**src/rtl/i2p_pkg.sv**
```systemverilog
// Shared types, character codes and classification functions of the infix to postfix converter.
package i2p_pkg;

    localparam int DEFAULT_STACK_DEPTH = 32;

    localparam logic [7:0] CH_LPAREN = 8'h28;
    localparam logic [7:0] CH_RPAREN = 8'h29;
    localparam logic [7:0] CH_STAR   = 8'h2A;
    localparam logic [7:0] CH_PLUS   = 8'h2B;
    localparam logic [7:0] CH_MINUS  = 8'h2D;
    localparam logic [7:0] CH_SLASH  = 8'h2F;
    localparam logic [7:0] CH_SPACE  = 8'h20;

    localparam logic [1:0] PREC_LOW  = 2'd1;
    localparam logic [1:0] PREC_HIGH = 2'd2;
    localparam logic [1:0] PREC_NONE = 2'd0;

    typedef enum logic [1:0] {
        STATUS_OK        = 2'd0,
        STATUS_OVERFLOW  = 2'd1,
        STATUS_UNMATCHED = 2'd2
    } status_t;

    typedef struct packed {
        logic [7:0] out_char;
        logic       has_char;
        status_t    status;
        logic       last;
    } result_t;

    typedef struct packed {
        logic       valid;
        result_t    res;
    } emit_t;

    typedef struct packed {
        logic       push;
        logic       pop;
        logic       clear;
        logic [7:0] wdata;
    } stack_ctl_t;

    function automatic logic [1:0] prec_of(input logic [7:0] c);
        logic [1:0] p;
        p = PREC_NONE;
        if (c == CH_PLUS || c == CH_MINUS) begin
            p = PREC_LOW;
        end else if (c == CH_STAR || c == CH_SLASH) begin
            p = PREC_HIGH;
        end
        return p;
    endfunction

    function automatic logic is_blank(input logic [7:0] c);
        return (c == CH_SPACE) || (c >= 8'h09 && c <= 8'h0D);
    endfunction

    function automatic logic is_alnum(input logic [7:0] c);
        return (c >= 8'h30 && c <= 8'h39) || (c >= 8'h61 && c <= 8'h7A) ||
               (c >= 8'h41 && c <= 8'h5A);
    endfunction

endpackage

```
**src/rtl/i2p_stack.sv**
```systemverilog
// Operator stack: memory with one write port and one read port, a registered top-of-stack read and a count.
module i2p_stack #(
    parameter int STACK_DEPTH = i2p_pkg::DEFAULT_STACK_DEPTH
) (
    input  logic                             aclk,
    input  logic                             aresetn,
    input  i2p_pkg::stack_ctl_t              ctl,
    output logic [7:0]                       top,
    output logic [$clog2(STACK_DEPTH+1)-1:0] count
);

    localparam int AddrW = $clog2(STACK_DEPTH);
    localparam int CntW  = $clog2(STACK_DEPTH + 1);

    logic [7:0]      mem_reg [STACK_DEPTH];
    logic [CntW-1:0] count_reg;
    logic [CntW-1:0] count_next;
    logic [AddrW-1:0] raddr;
    logic [7:0]      rdata_reg;
    logic            bypass_reg;
    logic [7:0]      bypass_data_reg;

    always_comb begin
        count_next = count_reg;
        if (ctl.clear) begin
            count_next = '0;
        end else if (ctl.push) begin
            count_next = count_reg + CntW'(1);
        end else if (ctl.pop) begin
            count_next = count_reg - CntW'(1);
        end
    end

    // The read address follows the new top, so the new top is registered and ready in the following cycle.
    assign raddr = AddrW'(count_next - CntW'(1));

    always_ff @(posedge aclk) begin
        if (ctl.push) begin
            mem_reg[count_reg[AddrW-1:0]] <= ctl.wdata;
        end
        rdata_reg <= mem_reg[raddr];
    end

    always_ff @(posedge aclk) begin
        if (!aresetn) begin
            count_reg  <= '0;
            bypass_reg <= 1'b0;
        end else begin
            count_reg  <= count_next;
            bypass_reg <= ctl.push;
        end
        bypass_data_reg <= ctl.wdata;
    end

    // A freshly pushed entry is read through the bypass since the memory returns old data.
    assign top   = bypass_reg ? bypass_data_reg : rdata_reg;
    assign count = count_reg;

endmodule

```
**src/rtl/i2p_seq.sv**
```systemverilog
// Sequencer: handles one character, drives the stack and the shared precedence compare.
module i2p_seq #(
    parameter int STACK_DEPTH = i2p_pkg::DEFAULT_STACK_DEPTH
) (
    input  logic                             aclk,
    input  logic                             aresetn,
    input  logic                             in_valid,
    output logic                             in_ready,
    input  logic [7:0]                       in_ch,
    input  logic                             in_end,
    input  logic                             out_free,
    output i2p_pkg::emit_t                   emit,
    output i2p_pkg::stack_ctl_t              ctl,
    input  logic [7:0]                       top,
    input  logic [$clog2(STACK_DEPTH+1)-1:0] count
);

    localparam int CntW = $clog2(STACK_DEPTH + 1);

    typedef enum logic [2:0] {
        ST_IDLE,
        ST_CHAR,
        ST_POP_OP,
        ST_POP_PAR,
        ST_FLUSH,
        ST_FIN
    } state_t;

    state_t          state_reg, state_next;
    logic [7:0]      ch_reg;
    logic            end_reg;
    logic            err_reg, err_next;
    logic            pend_valid_reg, pend_valid_next;
    i2p_pkg::result_t pend_reg, pend_next;

    logic            empty, full, top_wins, gen_ok, gen_req;
    i2p_pkg::result_t gen;
    i2p_pkg::stack_ctl_t ctl_raw;

    assign empty    = (count == '0);
    assign full     = (count == CntW'(STACK_DEPTH));
    // The one compare unit: precedence on top against that of the held character.
    assign top_wins = i2p_pkg::prec_of(top) >= i2p_pkg::prec_of(ch_reg);
    assign gen_ok   = !pend_valid_reg || out_free;
    assign in_ready = (state_reg == ST_IDLE);

    always_comb begin
        state_next      = state_reg;
        err_next        = err_reg;
        gen_req         = 1'b0;
        gen             = '{out_char: top, has_char: 1'b1,
                            status: i2p_pkg::STATUS_OK, last: 1'b0};
        ctl_raw         = '{push: 1'b0, pop: 1'b0, clear: 1'b0, wdata: ch_reg};
        pend_valid_next = pend_valid_reg;
        pend_next       = pend_reg;
        emit            = '{valid: 1'b0, res: pend_reg};
        ctl             = '{push: 1'b0, pop: 1'b0, clear: 1'b0, wdata: ch_reg};

        unique case (state_reg)
            ST_IDLE: begin
                if (in_valid) begin
                    state_next = ST_CHAR;
                end
            end
            ST_CHAR: begin
                state_next = ST_FLUSH;
                if (!err_reg && !i2p_pkg::is_blank(ch_reg)) begin
                    if (i2p_pkg::is_alnum(ch_reg)) begin
                        gen_req      = 1'b1;
                        gen.out_char = ch_reg;
                    end else if (ch_reg == i2p_pkg::CH_RPAREN) begin
                        state_next = ST_POP_PAR;
                    end else if (ch_reg == i2p_pkg::CH_LPAREN) begin
                        if (full) begin
                            gen_req      = 1'b1;
                            gen.out_char = 8'h00;
                            gen.has_char = 1'b0;
                            gen.status   = i2p_pkg::STATUS_OVERFLOW;
                            err_next     = 1'b1;
                        end else begin
                            ctl_raw.push = 1'b1;
                        end
                    end else begin
                        state_next = ST_POP_OP;
                    end
                end
            end
            ST_POP_OP: begin
                if (!empty && top_wins) begin
                    gen_req     = 1'b1;
                    ctl_raw.pop = 1'b1;
                end else begin
                    state_next = ST_FLUSH;
                    if (full) begin
                        gen_req      = 1'b1;
                        gen.out_char = 8'h00;
                        gen.has_char = 1'b0;
                        gen.status   = i2p_pkg::STATUS_OVERFLOW;
                        err_next     = 1'b1;
                    end else begin
                        ctl_raw.push = 1'b1;
                    end
                end
            end
            ST_POP_PAR: begin
                if (!empty && top != i2p_pkg::CH_LPAREN) begin
                    gen_req     = 1'b1;
                    ctl_raw.pop = 1'b1;
                end else if (!empty) begin
                    ctl_raw.pop = 1'b1;
                    state_next  = ST_FLUSH;
                end else begin
                    gen_req      = 1'b1;
                    gen.out_char = 8'h00;
                    gen.has_char = 1'b0;
                    gen.status   = i2p_pkg::STATUS_UNMATCHED;
                    err_next     = 1'b1;
                    state_next   = ST_FLUSH;
                end
            end
            ST_FLUSH: begin
                if (!end_reg) begin
                    state_next = ST_FIN;
                end else if (!err_reg && !empty) begin
                    gen_req     = 1'b1;
                    ctl_raw.pop = 1'b1;
                end else begin
                    ctl_raw.clear = 1'b1;
                    err_next      = 1'b0;
                    state_next    = ST_FIN;
                end
            end
            ST_FIN: begin
                // The held result goes out here, marked last at the end of an expression.
                if (end_reg || pend_valid_reg) begin
                    if (out_free) begin
                        emit.valid    = 1'b1;
                        emit.res.last = end_reg;
                        if (!pend_valid_reg) begin
                            emit.res = '{out_char: 8'h00, has_char: 1'b0,
                                         status: i2p_pkg::STATUS_OK, last: 1'b1};
                        end
                        pend_valid_next = 1'b0;
                        state_next      = ST_IDLE;
                    end
                end else begin
                    state_next = ST_IDLE;
                end
            end
            default: begin
                state_next = ST_IDLE;
            end
        endcase

        if (state_reg != ST_FIN) begin
            if (gen_req && !gen_ok) begin
                // Hold everything until the result slot frees up.
                state_next = state_reg;
                err_next   = err_reg;
            end else begin
                ctl = ctl_raw;
                if (gen_req) begin
                    emit.valid      = pend_valid_reg;
                    emit.res.last   = 1'b0;
                    pend_valid_next = 1'b1;
                    pend_next       = gen;
                end
            end
        end
    end

    always_ff @(posedge aclk) begin
        if (!aresetn) begin
            state_reg      <= ST_IDLE;
            err_reg        <= 1'b0;
            pend_valid_reg <= 1'b0;
        end else begin
            state_reg      <= state_next;
            err_reg        <= err_next;
            pend_valid_reg <= pend_valid_next;
        end
        pend_reg <= pend_next;
        if (in_valid && in_ready) begin
            ch_reg  <= in_ch;
            end_reg <= in_end;
        end
    end

endmodule

```
**src/rtl/infix_to_postfix_converter_top.sv**
```systemverilog
// Top level of the infix to postfix converter: sequencer, operator stack and output register.
//
//  Channel  Dir  Handshake          Payload
//  s_       in   s_tvalid/s_tready  s_tdata = ch, s_tlast = end_of_expr
//  m_       out  m_tvalid/m_tready  m_tdata = out_char, m_tuser = {status, has_char},
//                                   m_tlast = last
//
// An operand, a blank or '(' passes IDLE, CHAR, FLUSH and FIN; an operator also passes POP_OP
// and ')' POP_PAR, which like FLUSH handle one stack entry a cycle while results can go out.
// Each result is held back one step so that the final one can carry last.
// aresetn is synchronous and empties the stack; the stack memory itself is not cleared.
// A stalled m_ side holds the sequencer only when a new result has nowhere to go.
module infix_to_postfix_converter_top #(
    parameter int STACK_DEPTH = i2p_pkg::DEFAULT_STACK_DEPTH
) (
    input  logic        aclk,
    input  logic        aresetn,
    input  logic        s_tvalid,
    output logic        s_tready,
    input  logic [7:0]  s_tdata,   // [7:0] ch
    input  logic        s_tlast,
    output logic        m_tvalid,
    input  logic        m_tready,
    output logic [7:0]  m_tdata,   // [7:0] out_char
    output logic [2:0]  m_tuser,   // [0] has_char, [2:1] status
    output logic        m_tlast
);

    localparam int CntW = $clog2(STACK_DEPTH + 1);

    i2p_pkg::emit_t      emit;
    i2p_pkg::stack_ctl_t ctl;
    logic [7:0]          top;
    logic [CntW-1:0]     count;
    logic                out_free;

    logic                m_valid_reg;
    i2p_pkg::result_t    m_res_reg;

    assign out_free = !m_valid_reg || m_tready;

    i2p_seq #(
        .STACK_DEPTH(STACK_DEPTH)
    ) u_seq (
        .aclk     (aclk),
        .aresetn  (aresetn),
        .in_valid (s_tvalid),
        .in_ready (s_tready),
        .in_ch    (s_tdata),
        .in_end   (s_tlast),
        .out_free (out_free),
        .emit     (emit),
        .ctl      (ctl),
        .top      (top),
        .count    (count)
    );

    i2p_stack #(
        .STACK_DEPTH(STACK_DEPTH)
    ) u_stack (
        .aclk    (aclk),
        .aresetn (aresetn),
        .ctl     (ctl),
        .top     (top),
        .count   (count)
    );

    always_ff @(posedge aclk) begin
        if (!aresetn) begin
            m_valid_reg <= 1'b0;
        end else if (emit.valid) begin
            m_valid_reg <= 1'b1;
        end else if (m_tready) begin
            m_valid_reg <= 1'b0;
        end
        if (emit.valid) begin
            m_res_reg <= emit.res;
        end
    end

    assign m_tvalid = m_valid_reg;
    assign m_tdata  = m_res_reg.out_char;
    assign m_tuser  = {m_res_reg.status, m_res_reg.has_char};
    assign m_tlast  = m_res_reg.last;

    // An empty beat that is not an error is only ever the end marker.
    a_marker_last: assert property (@(posedge aclk) disable iff (!aresetn)
        m_tvalid && !m_tuser[0] && m_tuser[2:1] == i2p_pkg::STATUS_OK |-> m_tlast)
        else $error("empty beat without last");

    // Error beats never carry a character.
    a_error_empty: assert property (@(posedge aclk) disable iff (!aresetn)
        m_tvalid && m_tuser[2:1] != i2p_pkg::STATUS_OK |-> !m_tuser[0])
        else $error("error beat carries a character");

    // The stack never holds more than its depth.
    a_count_bound: assert property (@(posedge aclk) disable iff (!aresetn)
        count <= CntW'(STACK_DEPTH))
        else $error("stack count beyond depth");

    // A new beat is never loaded over one that is still waiting.
    a_no_overwrite: assert property (@(posedge aclk) disable iff (!aresetn)
        emit.valid |-> out_free)
        else $error("result register overwritten");

endmodule
```
**config.mk**
```make
export PLATFORM = sky130hd
export DESIGN_NAME = infix_to_postfix_converter_top
export DESIGN_NICKNAME = d
export VERILOG_FILES = /design/src/rtl/i2p_pkg.sv /design/src/rtl/i2p_stack.sv /design/src/rtl/i2p_seq.sv /design/src/rtl/infix_to_postfix_converter_top.sv
export SDC_FILE = /design/constraint.sdc
export NUM_CORES = 1
export LEC_CHECK = 0
export BUFFER_PORTS_ARGS = -buffer_cell sky130_fd_sc_hd__buf_4
export CORE_UTILIZATION = 55
export CTS_CLUSTER_SIZE = 30
export DETAILED_ROUTE_END_ITERATION = 10
export PLACE_DENSITY = 0.8
export SLEW_MARGIN = 10
export SYNTH_ARGS = -nofsm -noshare
export SYNTH_HDL_FRONTEND = slang
export SYNTH_SLANG_ARGS = --single-unit
export TNS_END_PERCENT = 100
```
**constraint.sdc**
```tcl
create_clock -name aclk -period 15.3 [get_ports aclk]
set_clock_uncertainty 0.1 [all_clocks]
set_input_delay 3.06 -clock aclk [delete_from_list [all_inputs] [get_ports aclk]]
set_output_delay 3.06 -clock aclk [all_outputs]
set_load 0.05 [all_outputs]
```
==> flow_metrics.tcl, run 1 <==
set metrics [dict create \
    drv_slew 0 \
    antenna_found_initial 0 \
    grt_max_degree 57 \
    ys_types 69 \
    cts_max_path_buffers 3 \
    worstPathCellList "buf_4 > nor2b_1 > nand2_1 > inv_1 > nand3_1 > o22ai_4 > o211a_1 > or2_4 > inv_1 > ha_4 > buf_4 > buf_4 > mux2i_1 > mux2i_1 > mux2i_1 > mux2i_1 > mux2_2" \
    cts_tree "yes" \
    core_area_sq_um 24300 \
    drt_wl_total_microns 26900 \
    drive_gt1_share_pct 11.7 \
    root_buffer "clkbuf_16" \
    numCtsBuffers 31 \
    initial_core_util_pct 56.1 \
    ys_ff_latch 317 \
    fin_crit_ps 8020 \
    critPathTopFamily "buffers and inverters" \
    finalWeightedCongestion 0.911 \
    worst_pin_slew_ps 1120 \
    arrival_ps 8360 \
    detail-route-antenna-nets 0 \
    vias 7486 \
    largest_register_ffs 256 \
    synthTopCellsByArea "edfxtp_1 (63%), mux2i_1 (18%), dfxtp_1 (4.3%), nor2_1 (1.5%), nand2_1 (0.94%)" \
    wl_per_cell_microns 21.4 \
    crit_type "primary input to flop" \
    avgSynthCellArea_sq_um 15.5 \
    yosysTopAreaCellShare_pct 63.4 \
    path_max_fanout 56 \
    worstSkewPairLatency_ps 550 \
    synth_edf_count 288 \
    drtIter0Drc 686 \
    grt_pass1_vias 7341 \
    rsz0062_at_grt "no" \
    cpPeakStageDelay_ps 840 \
    dieWidth_microns 159 \
    vias_per_cell 5.96 \
    layout.nets 929 \
    h-tree-depth 1 \
    first_pass_iters 5 \
    synth_ff_type "edfxtp_1" \
    synth_nets 900 \
    crit_top_cell "mux2i_1" \
    layout_commonest_cell "edfxtp_1" \
    path_clk_slew_ps 60 \
    area_delta_synth_final_pct 10.8 \
    ctsResizeCount 0 \
    min_period_over_period_pct 52.4 \
    ys_seq_area_share_pct 67.7 \
    startpoint_type "primary input" \
    fmax_ghz 0.125 \
    tns_ps 0 \
    outcome "finished clean" \
    drc_errors 0 \
    setup_violations 0 \
    ys_warn_count 0 \
    cp_slowest_cell "buf_4" \
    final_cell_mix "edfxtp_1 (288), mux2i_1 (246), nor2_1 (54)" \
    grt_first_pass_wirelength_microns 41300 \
    die_y_microns 159 \
    synth_area_leader_cell "edfxtp_1" \
    cts_hold_buf 0 \
    cp.required_ps 15640 \
    dieArea_sq_um 25400 \
    hold_viol_final 0 \
    synth.cell_area_sq_um 13600 \
    end_kind "flop" \
    max-cap-violations 0 \
    cp.buffers_inverters 5 \
    async_reset_ff_share_pct 0 \
    antenna_cells 0 \
    slew_headroom_pct 25.0 \
    clock-sinks 317 \
    dp.final_hpwl_microns 16100 \
    num_rows 57 \
    min_path_type "flop to flop" \
    grt_usage_pct 21.2 \
    portBuffers 26 \
    post_cts_buffers 0 \
    overflow 0 \
    io_pins 27 \
    synth_cells 880 \
]
==> Yosys cell counts, types with 3 or more instances <==
library cell	instances
nand4_1	3
and2_1	5
mux2i_1	246
ha_1	7
mux2_2	8
nand3b_1	4
inv_1	8
nor2b_1	15
o22ai_1	3
buf_2	9
nand2_1	34
buf_4	5
a21oi_1	14
dfxtp_1	29
nor3b_1	4
or3_1	5
nor2_1	54
and3_1	6
o21a_1	3
or2_2	4
clkbuf_1	25
nor4_1	4
xnor2_1	4
xor2_1	5
o21ai_0	15
nand3_1	9
nor3_1	5
nand2b_1	7
edfxtp_1	288
==> worst paths after layout <==
kind / to / slack [ps] / startpoint / cells after the start
setup reg to reg: u_stack.rdata_reg[6]$_DFF_P_ / 7410 / u_stack.bypass_reg$_SDFF_PN0_ / 21
setup / recovery: u_stack.rdata_reg[6]$_DFF_P_ / 7280 / m_tready / 17
hold / removal: m_tuser[0]$_DFFE_PP_ / 430 / u_seq.pend_reg[3]$_DFFE_PP_ / 1
hold reg to reg: m_tuser[0]$_DFFE_PP_ / 430 / u_seq.pend_reg[3]$_DFFE_PP_ / 1
==> per-stage QoR <==
| stage | cells | hold slack [ps] | util [%] | setup slack (ps) | instance area, sq um |
|---|---|---|---|---|---|
| after detailed placement | 1200 | 424 | 58.2 | 6770 | 14200 |
| final | 1255 | 429 | 62.1 | 7280 | 15100 |
| after global placement | 1200 | 422 | 58.2 | 6900 | 14200 |
| after floorplan | 880 | 409 | - | 8430 | 13600 |
| after CTS | 1255 | 439 | 62.1 | 7330 | 15100 |
| after global routing | 1255 | 467 | 62.1 | 6910 | 15100 |
==> layer usage <==
metal / GRT usage (%) / up-vias / wire length [microns]
met4: 6.73 / 0 / 733
met3: 3.02 / 69 / 1780
met5: 0 / - / 0
li1: - / 3427 / -
met2: 34.4 / 264 / 12700
met1: 29.8 / 3726 / 11600
==> layout make-up <==
cell class	instances	area, sq um
clock buffers	41	833
clock inverters	14	118
fillers	1725	9210
inverters	8	30.0
multi-input cells	512	4200
flip-flops and latches	317	9230
well taps	324	405
repair buffers	39	293
==> cell families (layout without fill, tap and decap cells) <==
| kind of cell | count (synthesis) | after routing | synth area share (%) |
|---|---|---|---|
| flip-flops | 317 | 317 | 67.7 |
| multiplexers | 254 | 254 | 18.7 |
| adder cells (fa/ha/maj) | 7 | 7 | 0.642 |
| AND/OR/NAND/NOR | 172 | 172 | 6.60 |
| XOR/XNOR | 10 | 10 | 0.697 |
| AO/OA/AOI/OAI | 69 | 69 | 3.88 |
| buffers and inverters | 51 | 102 | 1.76 |
Power of run 1 is not shown: default switching activity piles up to over one toggle a cycle in this logic, so the estimate is an artifact.
==> run 2, diff against run 1 <==
--- a/config.mk
+++ b/config.mk
@@ -5,6 +5,7 @@
 export SDC_FILE = /design/constraint.sdc
 export NUM_CORES = 1
 export LEC_CHECK = 0
+export ABC_AREA = 1
 export BUFFER_PORTS_ARGS = -buffer_cell sky130_fd_sc_hd__buf_4
 export CORE_UTILIZATION = 55
 export CTS_CLUSTER_SIZE = 30
==> constraint.sdc (replaced) <==
create_clock -name aclk -period 8.08 [get_ports aclk]
set_clock_uncertainty 0.1 [all_clocks]
set_input_delay 1.616 -clock aclk [delete_from_list [all_inputs] [get_ports aclk]]
set_output_delay 1.616 -clock aclk [all_outputs]
set_load 0.05 [all_outputs]
==> run 2 against run 1 <==
  * Sequential share of layout area fell by 4.7 points
  * Area after synthesis rose by 9.7%
  * Utilization is 1.1 points lower
  * First-iteration DRC count is 100% higher
  * Flip-flop and latch count unchanged
  * Worst setup slack worse by 5200 ps
  * Design area grew 8.3%
  * Clock-buffer cell count rose by 6
  * Critical path type is now flop to flop
  * Highest routed layer unchanged
==> flow_metrics.tcl, run 2 <==
set metrics [dict create \
    outcome "finished clean" \
    end_kind "flop" \
    final_cell_mix "inv_1 (321), edfxtp_1 (288), nand3_1 (255)" \
    io_pins 27 \
    drt_wl_total_microns 36000 \
    drv_slew 0 \
    grt_max_degree 99 \
    portBuffers 26 \
    async_reset_ff_share_pct 0 \
    ys_types 43 \
    startpoint_type "flop" \
    grt_usage_pct 26.6 \
    clock-sinks 317 \
    setup_violations 0 \
    ctsResizeCount 0 \
    worst_pin_slew_ps 1140 \
    hold_viol_final 0 \
    path_max_fanout 56 \
    crit_type "flop to flop" \
    antenna_found_initial 0 \
    fin_crit_ps 6030 \
    synth_area_leader_cell "edfxtp_1" \
    numCtsBuffers 34 \
    grt_first_pass_wirelength_microns 57600 \
    wl_per_cell_microns 19.0 \
    dp.final_hpwl_microns 21800 \
    cts_max_path_buffers 3 \
    vias_per_cell 5.87 \
    layout.nets 1550 \
    num_rows 60 \
    yosys-top-cells-count "inv_1 (321), edfxtp_1 (288), nand3_1 (255), nand2_1 (248), nand4_1 (134)" \
    finalWeightedCongestion 0.915 \
    fmax_ghz 0.166 \
    dieArea_sq_um 27900 \
    synth_cells 1538 \
    synth_edf_count 288 \
    vias 11100 \
    first_pass_iters 7 \
    arrival_ps 6390 \
    post_cts_buffers 0 \
    drc_errors 0 \
    synth_ff_type "edfxtp_1" \
    ys_ff_latch 317 \
    synthMostInstantiatedCell "inv_1" \
    overflow 0 \
    stdcell_area_sq_um 16400 \
    ys_warn_count 0 \
    min_path_type "flop to flop" \
    root_buffer "clkbuf_16" \
    drive_gt1_share_pct 8.04 \
    tns_ps 0 \
    r2r_cells 24 \
    initial_core_util_pct 55.8 \
    synth_nets 1558 \
    detail-route-antenna-nets 0 \
    worstSkewPairLatency_ps 520 \
    rsz0062_at_grt "no" \
    min_path_cells 2 \
    grt_pass1_vias 10900 \
    dpl_cell_area_sq_um 15300 \
    cts_tree "yes" \
    yosysTopAreaCellShare_pct 57.8 \
    area_delta_synth_final_pct 9.37 \
    synthTopCellsByArea "edfxtp_1 (58%), nand3_1 (8.5%), inv_1 (8.1%), nand2_1 (6.2%), nand4_1 (5.6%)" \
    layout_commonest_cell "inv_1" \
    nFillCells 2133 \
    synth.cell_area_sq_um 15000 \
    avgSynthCellArea_sq_um 9.73 \
    antenna_cells 0 \
    largest_register_ffs 256 \
    max-cap-violations 0 \
    fin_util_pct 61.0 \
    core_area_sq_um 26800 \
    cp.required_ps 8450 \
    drtIter0Drc 1386 \
    die_y_microns 167 \
    dieWidth_microns 167 \
    min_period_over_period_pct 74.6 \
    slew_headroom_pct 23.4 \
    h-tree-depth 2 \
    path_clk_slew_ps 60 \
    cts_hold_buf 0 \
    ys_seq_area_share_pct 61.7 \
]
## run 2: critical path, stage by stage (launching register included)
cell and delay, ps:
dfxtp_1 580, nand2_1 90, o21ai_0 120, nand2_1 90
nor2_1 180, inv_1 100, nor2_1 90, nand2_1 80
ha_1 310, o21ai_0 190, nand2_1 120, nand2_1 110
nand3_1 80, nand2_1 380, inv_1 270, nand3_4 520
nand3_4 430, ha_2 440, inv_2 810, nand3_1 290
nand3_1 190, nand3_1 170, nand2_1 110, nand2_1 50
nand2_1 50
## run 2: cell type report
type / count / area (sq um) / share of cell area (%)
clock buffers: 47 / 951 / 5.81
repair buffers: 40 / 300 / 1.84
well taps: 341 / 427 / 2.61
multi-input cells: 808 / 4060 / 24.8
inverters: 329 / 1230 / 7.55
clock inverters: 14 / 155 / 0.948
flip-flops and latches: 317 / 9230 / 56.4
## run 2: worst paths after layout
| path | slack (ps) | from | end |
|---|---|---|---|
| max | 2050 | u_stack.bypass_reg$_SDFF_PN0_ | u_stack.rdata_reg[4]$_DFF_P_ |
| min | 400 | u_seq.pend_reg[1]$_DFFE_PP_ | m_tuser[1]$_DFFE_PP_ |
| max reg2reg | 2050 | u_stack.bypass_reg$_SDFF_PN0_ | u_stack.rdata_reg[4]$_DFF_P_ |
| min reg2reg | 400 | u_seq.pend_reg[1]$_DFFE_PP_ | m_tuser[1]$_DFFE_PP_ |
## run 2: per-stage QoR
stage	setup WS, ps	hold WS, ps	std cells
final	2050	405	1896
after global routing	1520	423	1896
after CTS	2300	405	1896
after detailed placement	2290	391	1835
after global placement	2490	388	1835
after floorplan	3820	381	1538
## run 2: per-layer routing
layer,track usage (%),up-vias,part of all wire (%),wire length [microns]
li1,-,5151,-,-
met1,34.6,5266,38,13900
met2,42.5,598,48,17200
met3,6.39,119,9.8,3550
met4,12.1,0,4.0,1430
met5,0,-,0,0
## run 2: logic make-up after synthesis
family	share of synthesized area (%)
DFF	61.7
buffers and inverters	11.3
xor gates and xnor gates	0.243
AOI/OAI and AO/OA	1.99
and+or+nand+nor	24.2
adders and majority gates	0.585
Power of run 2 is left out for the same reason.
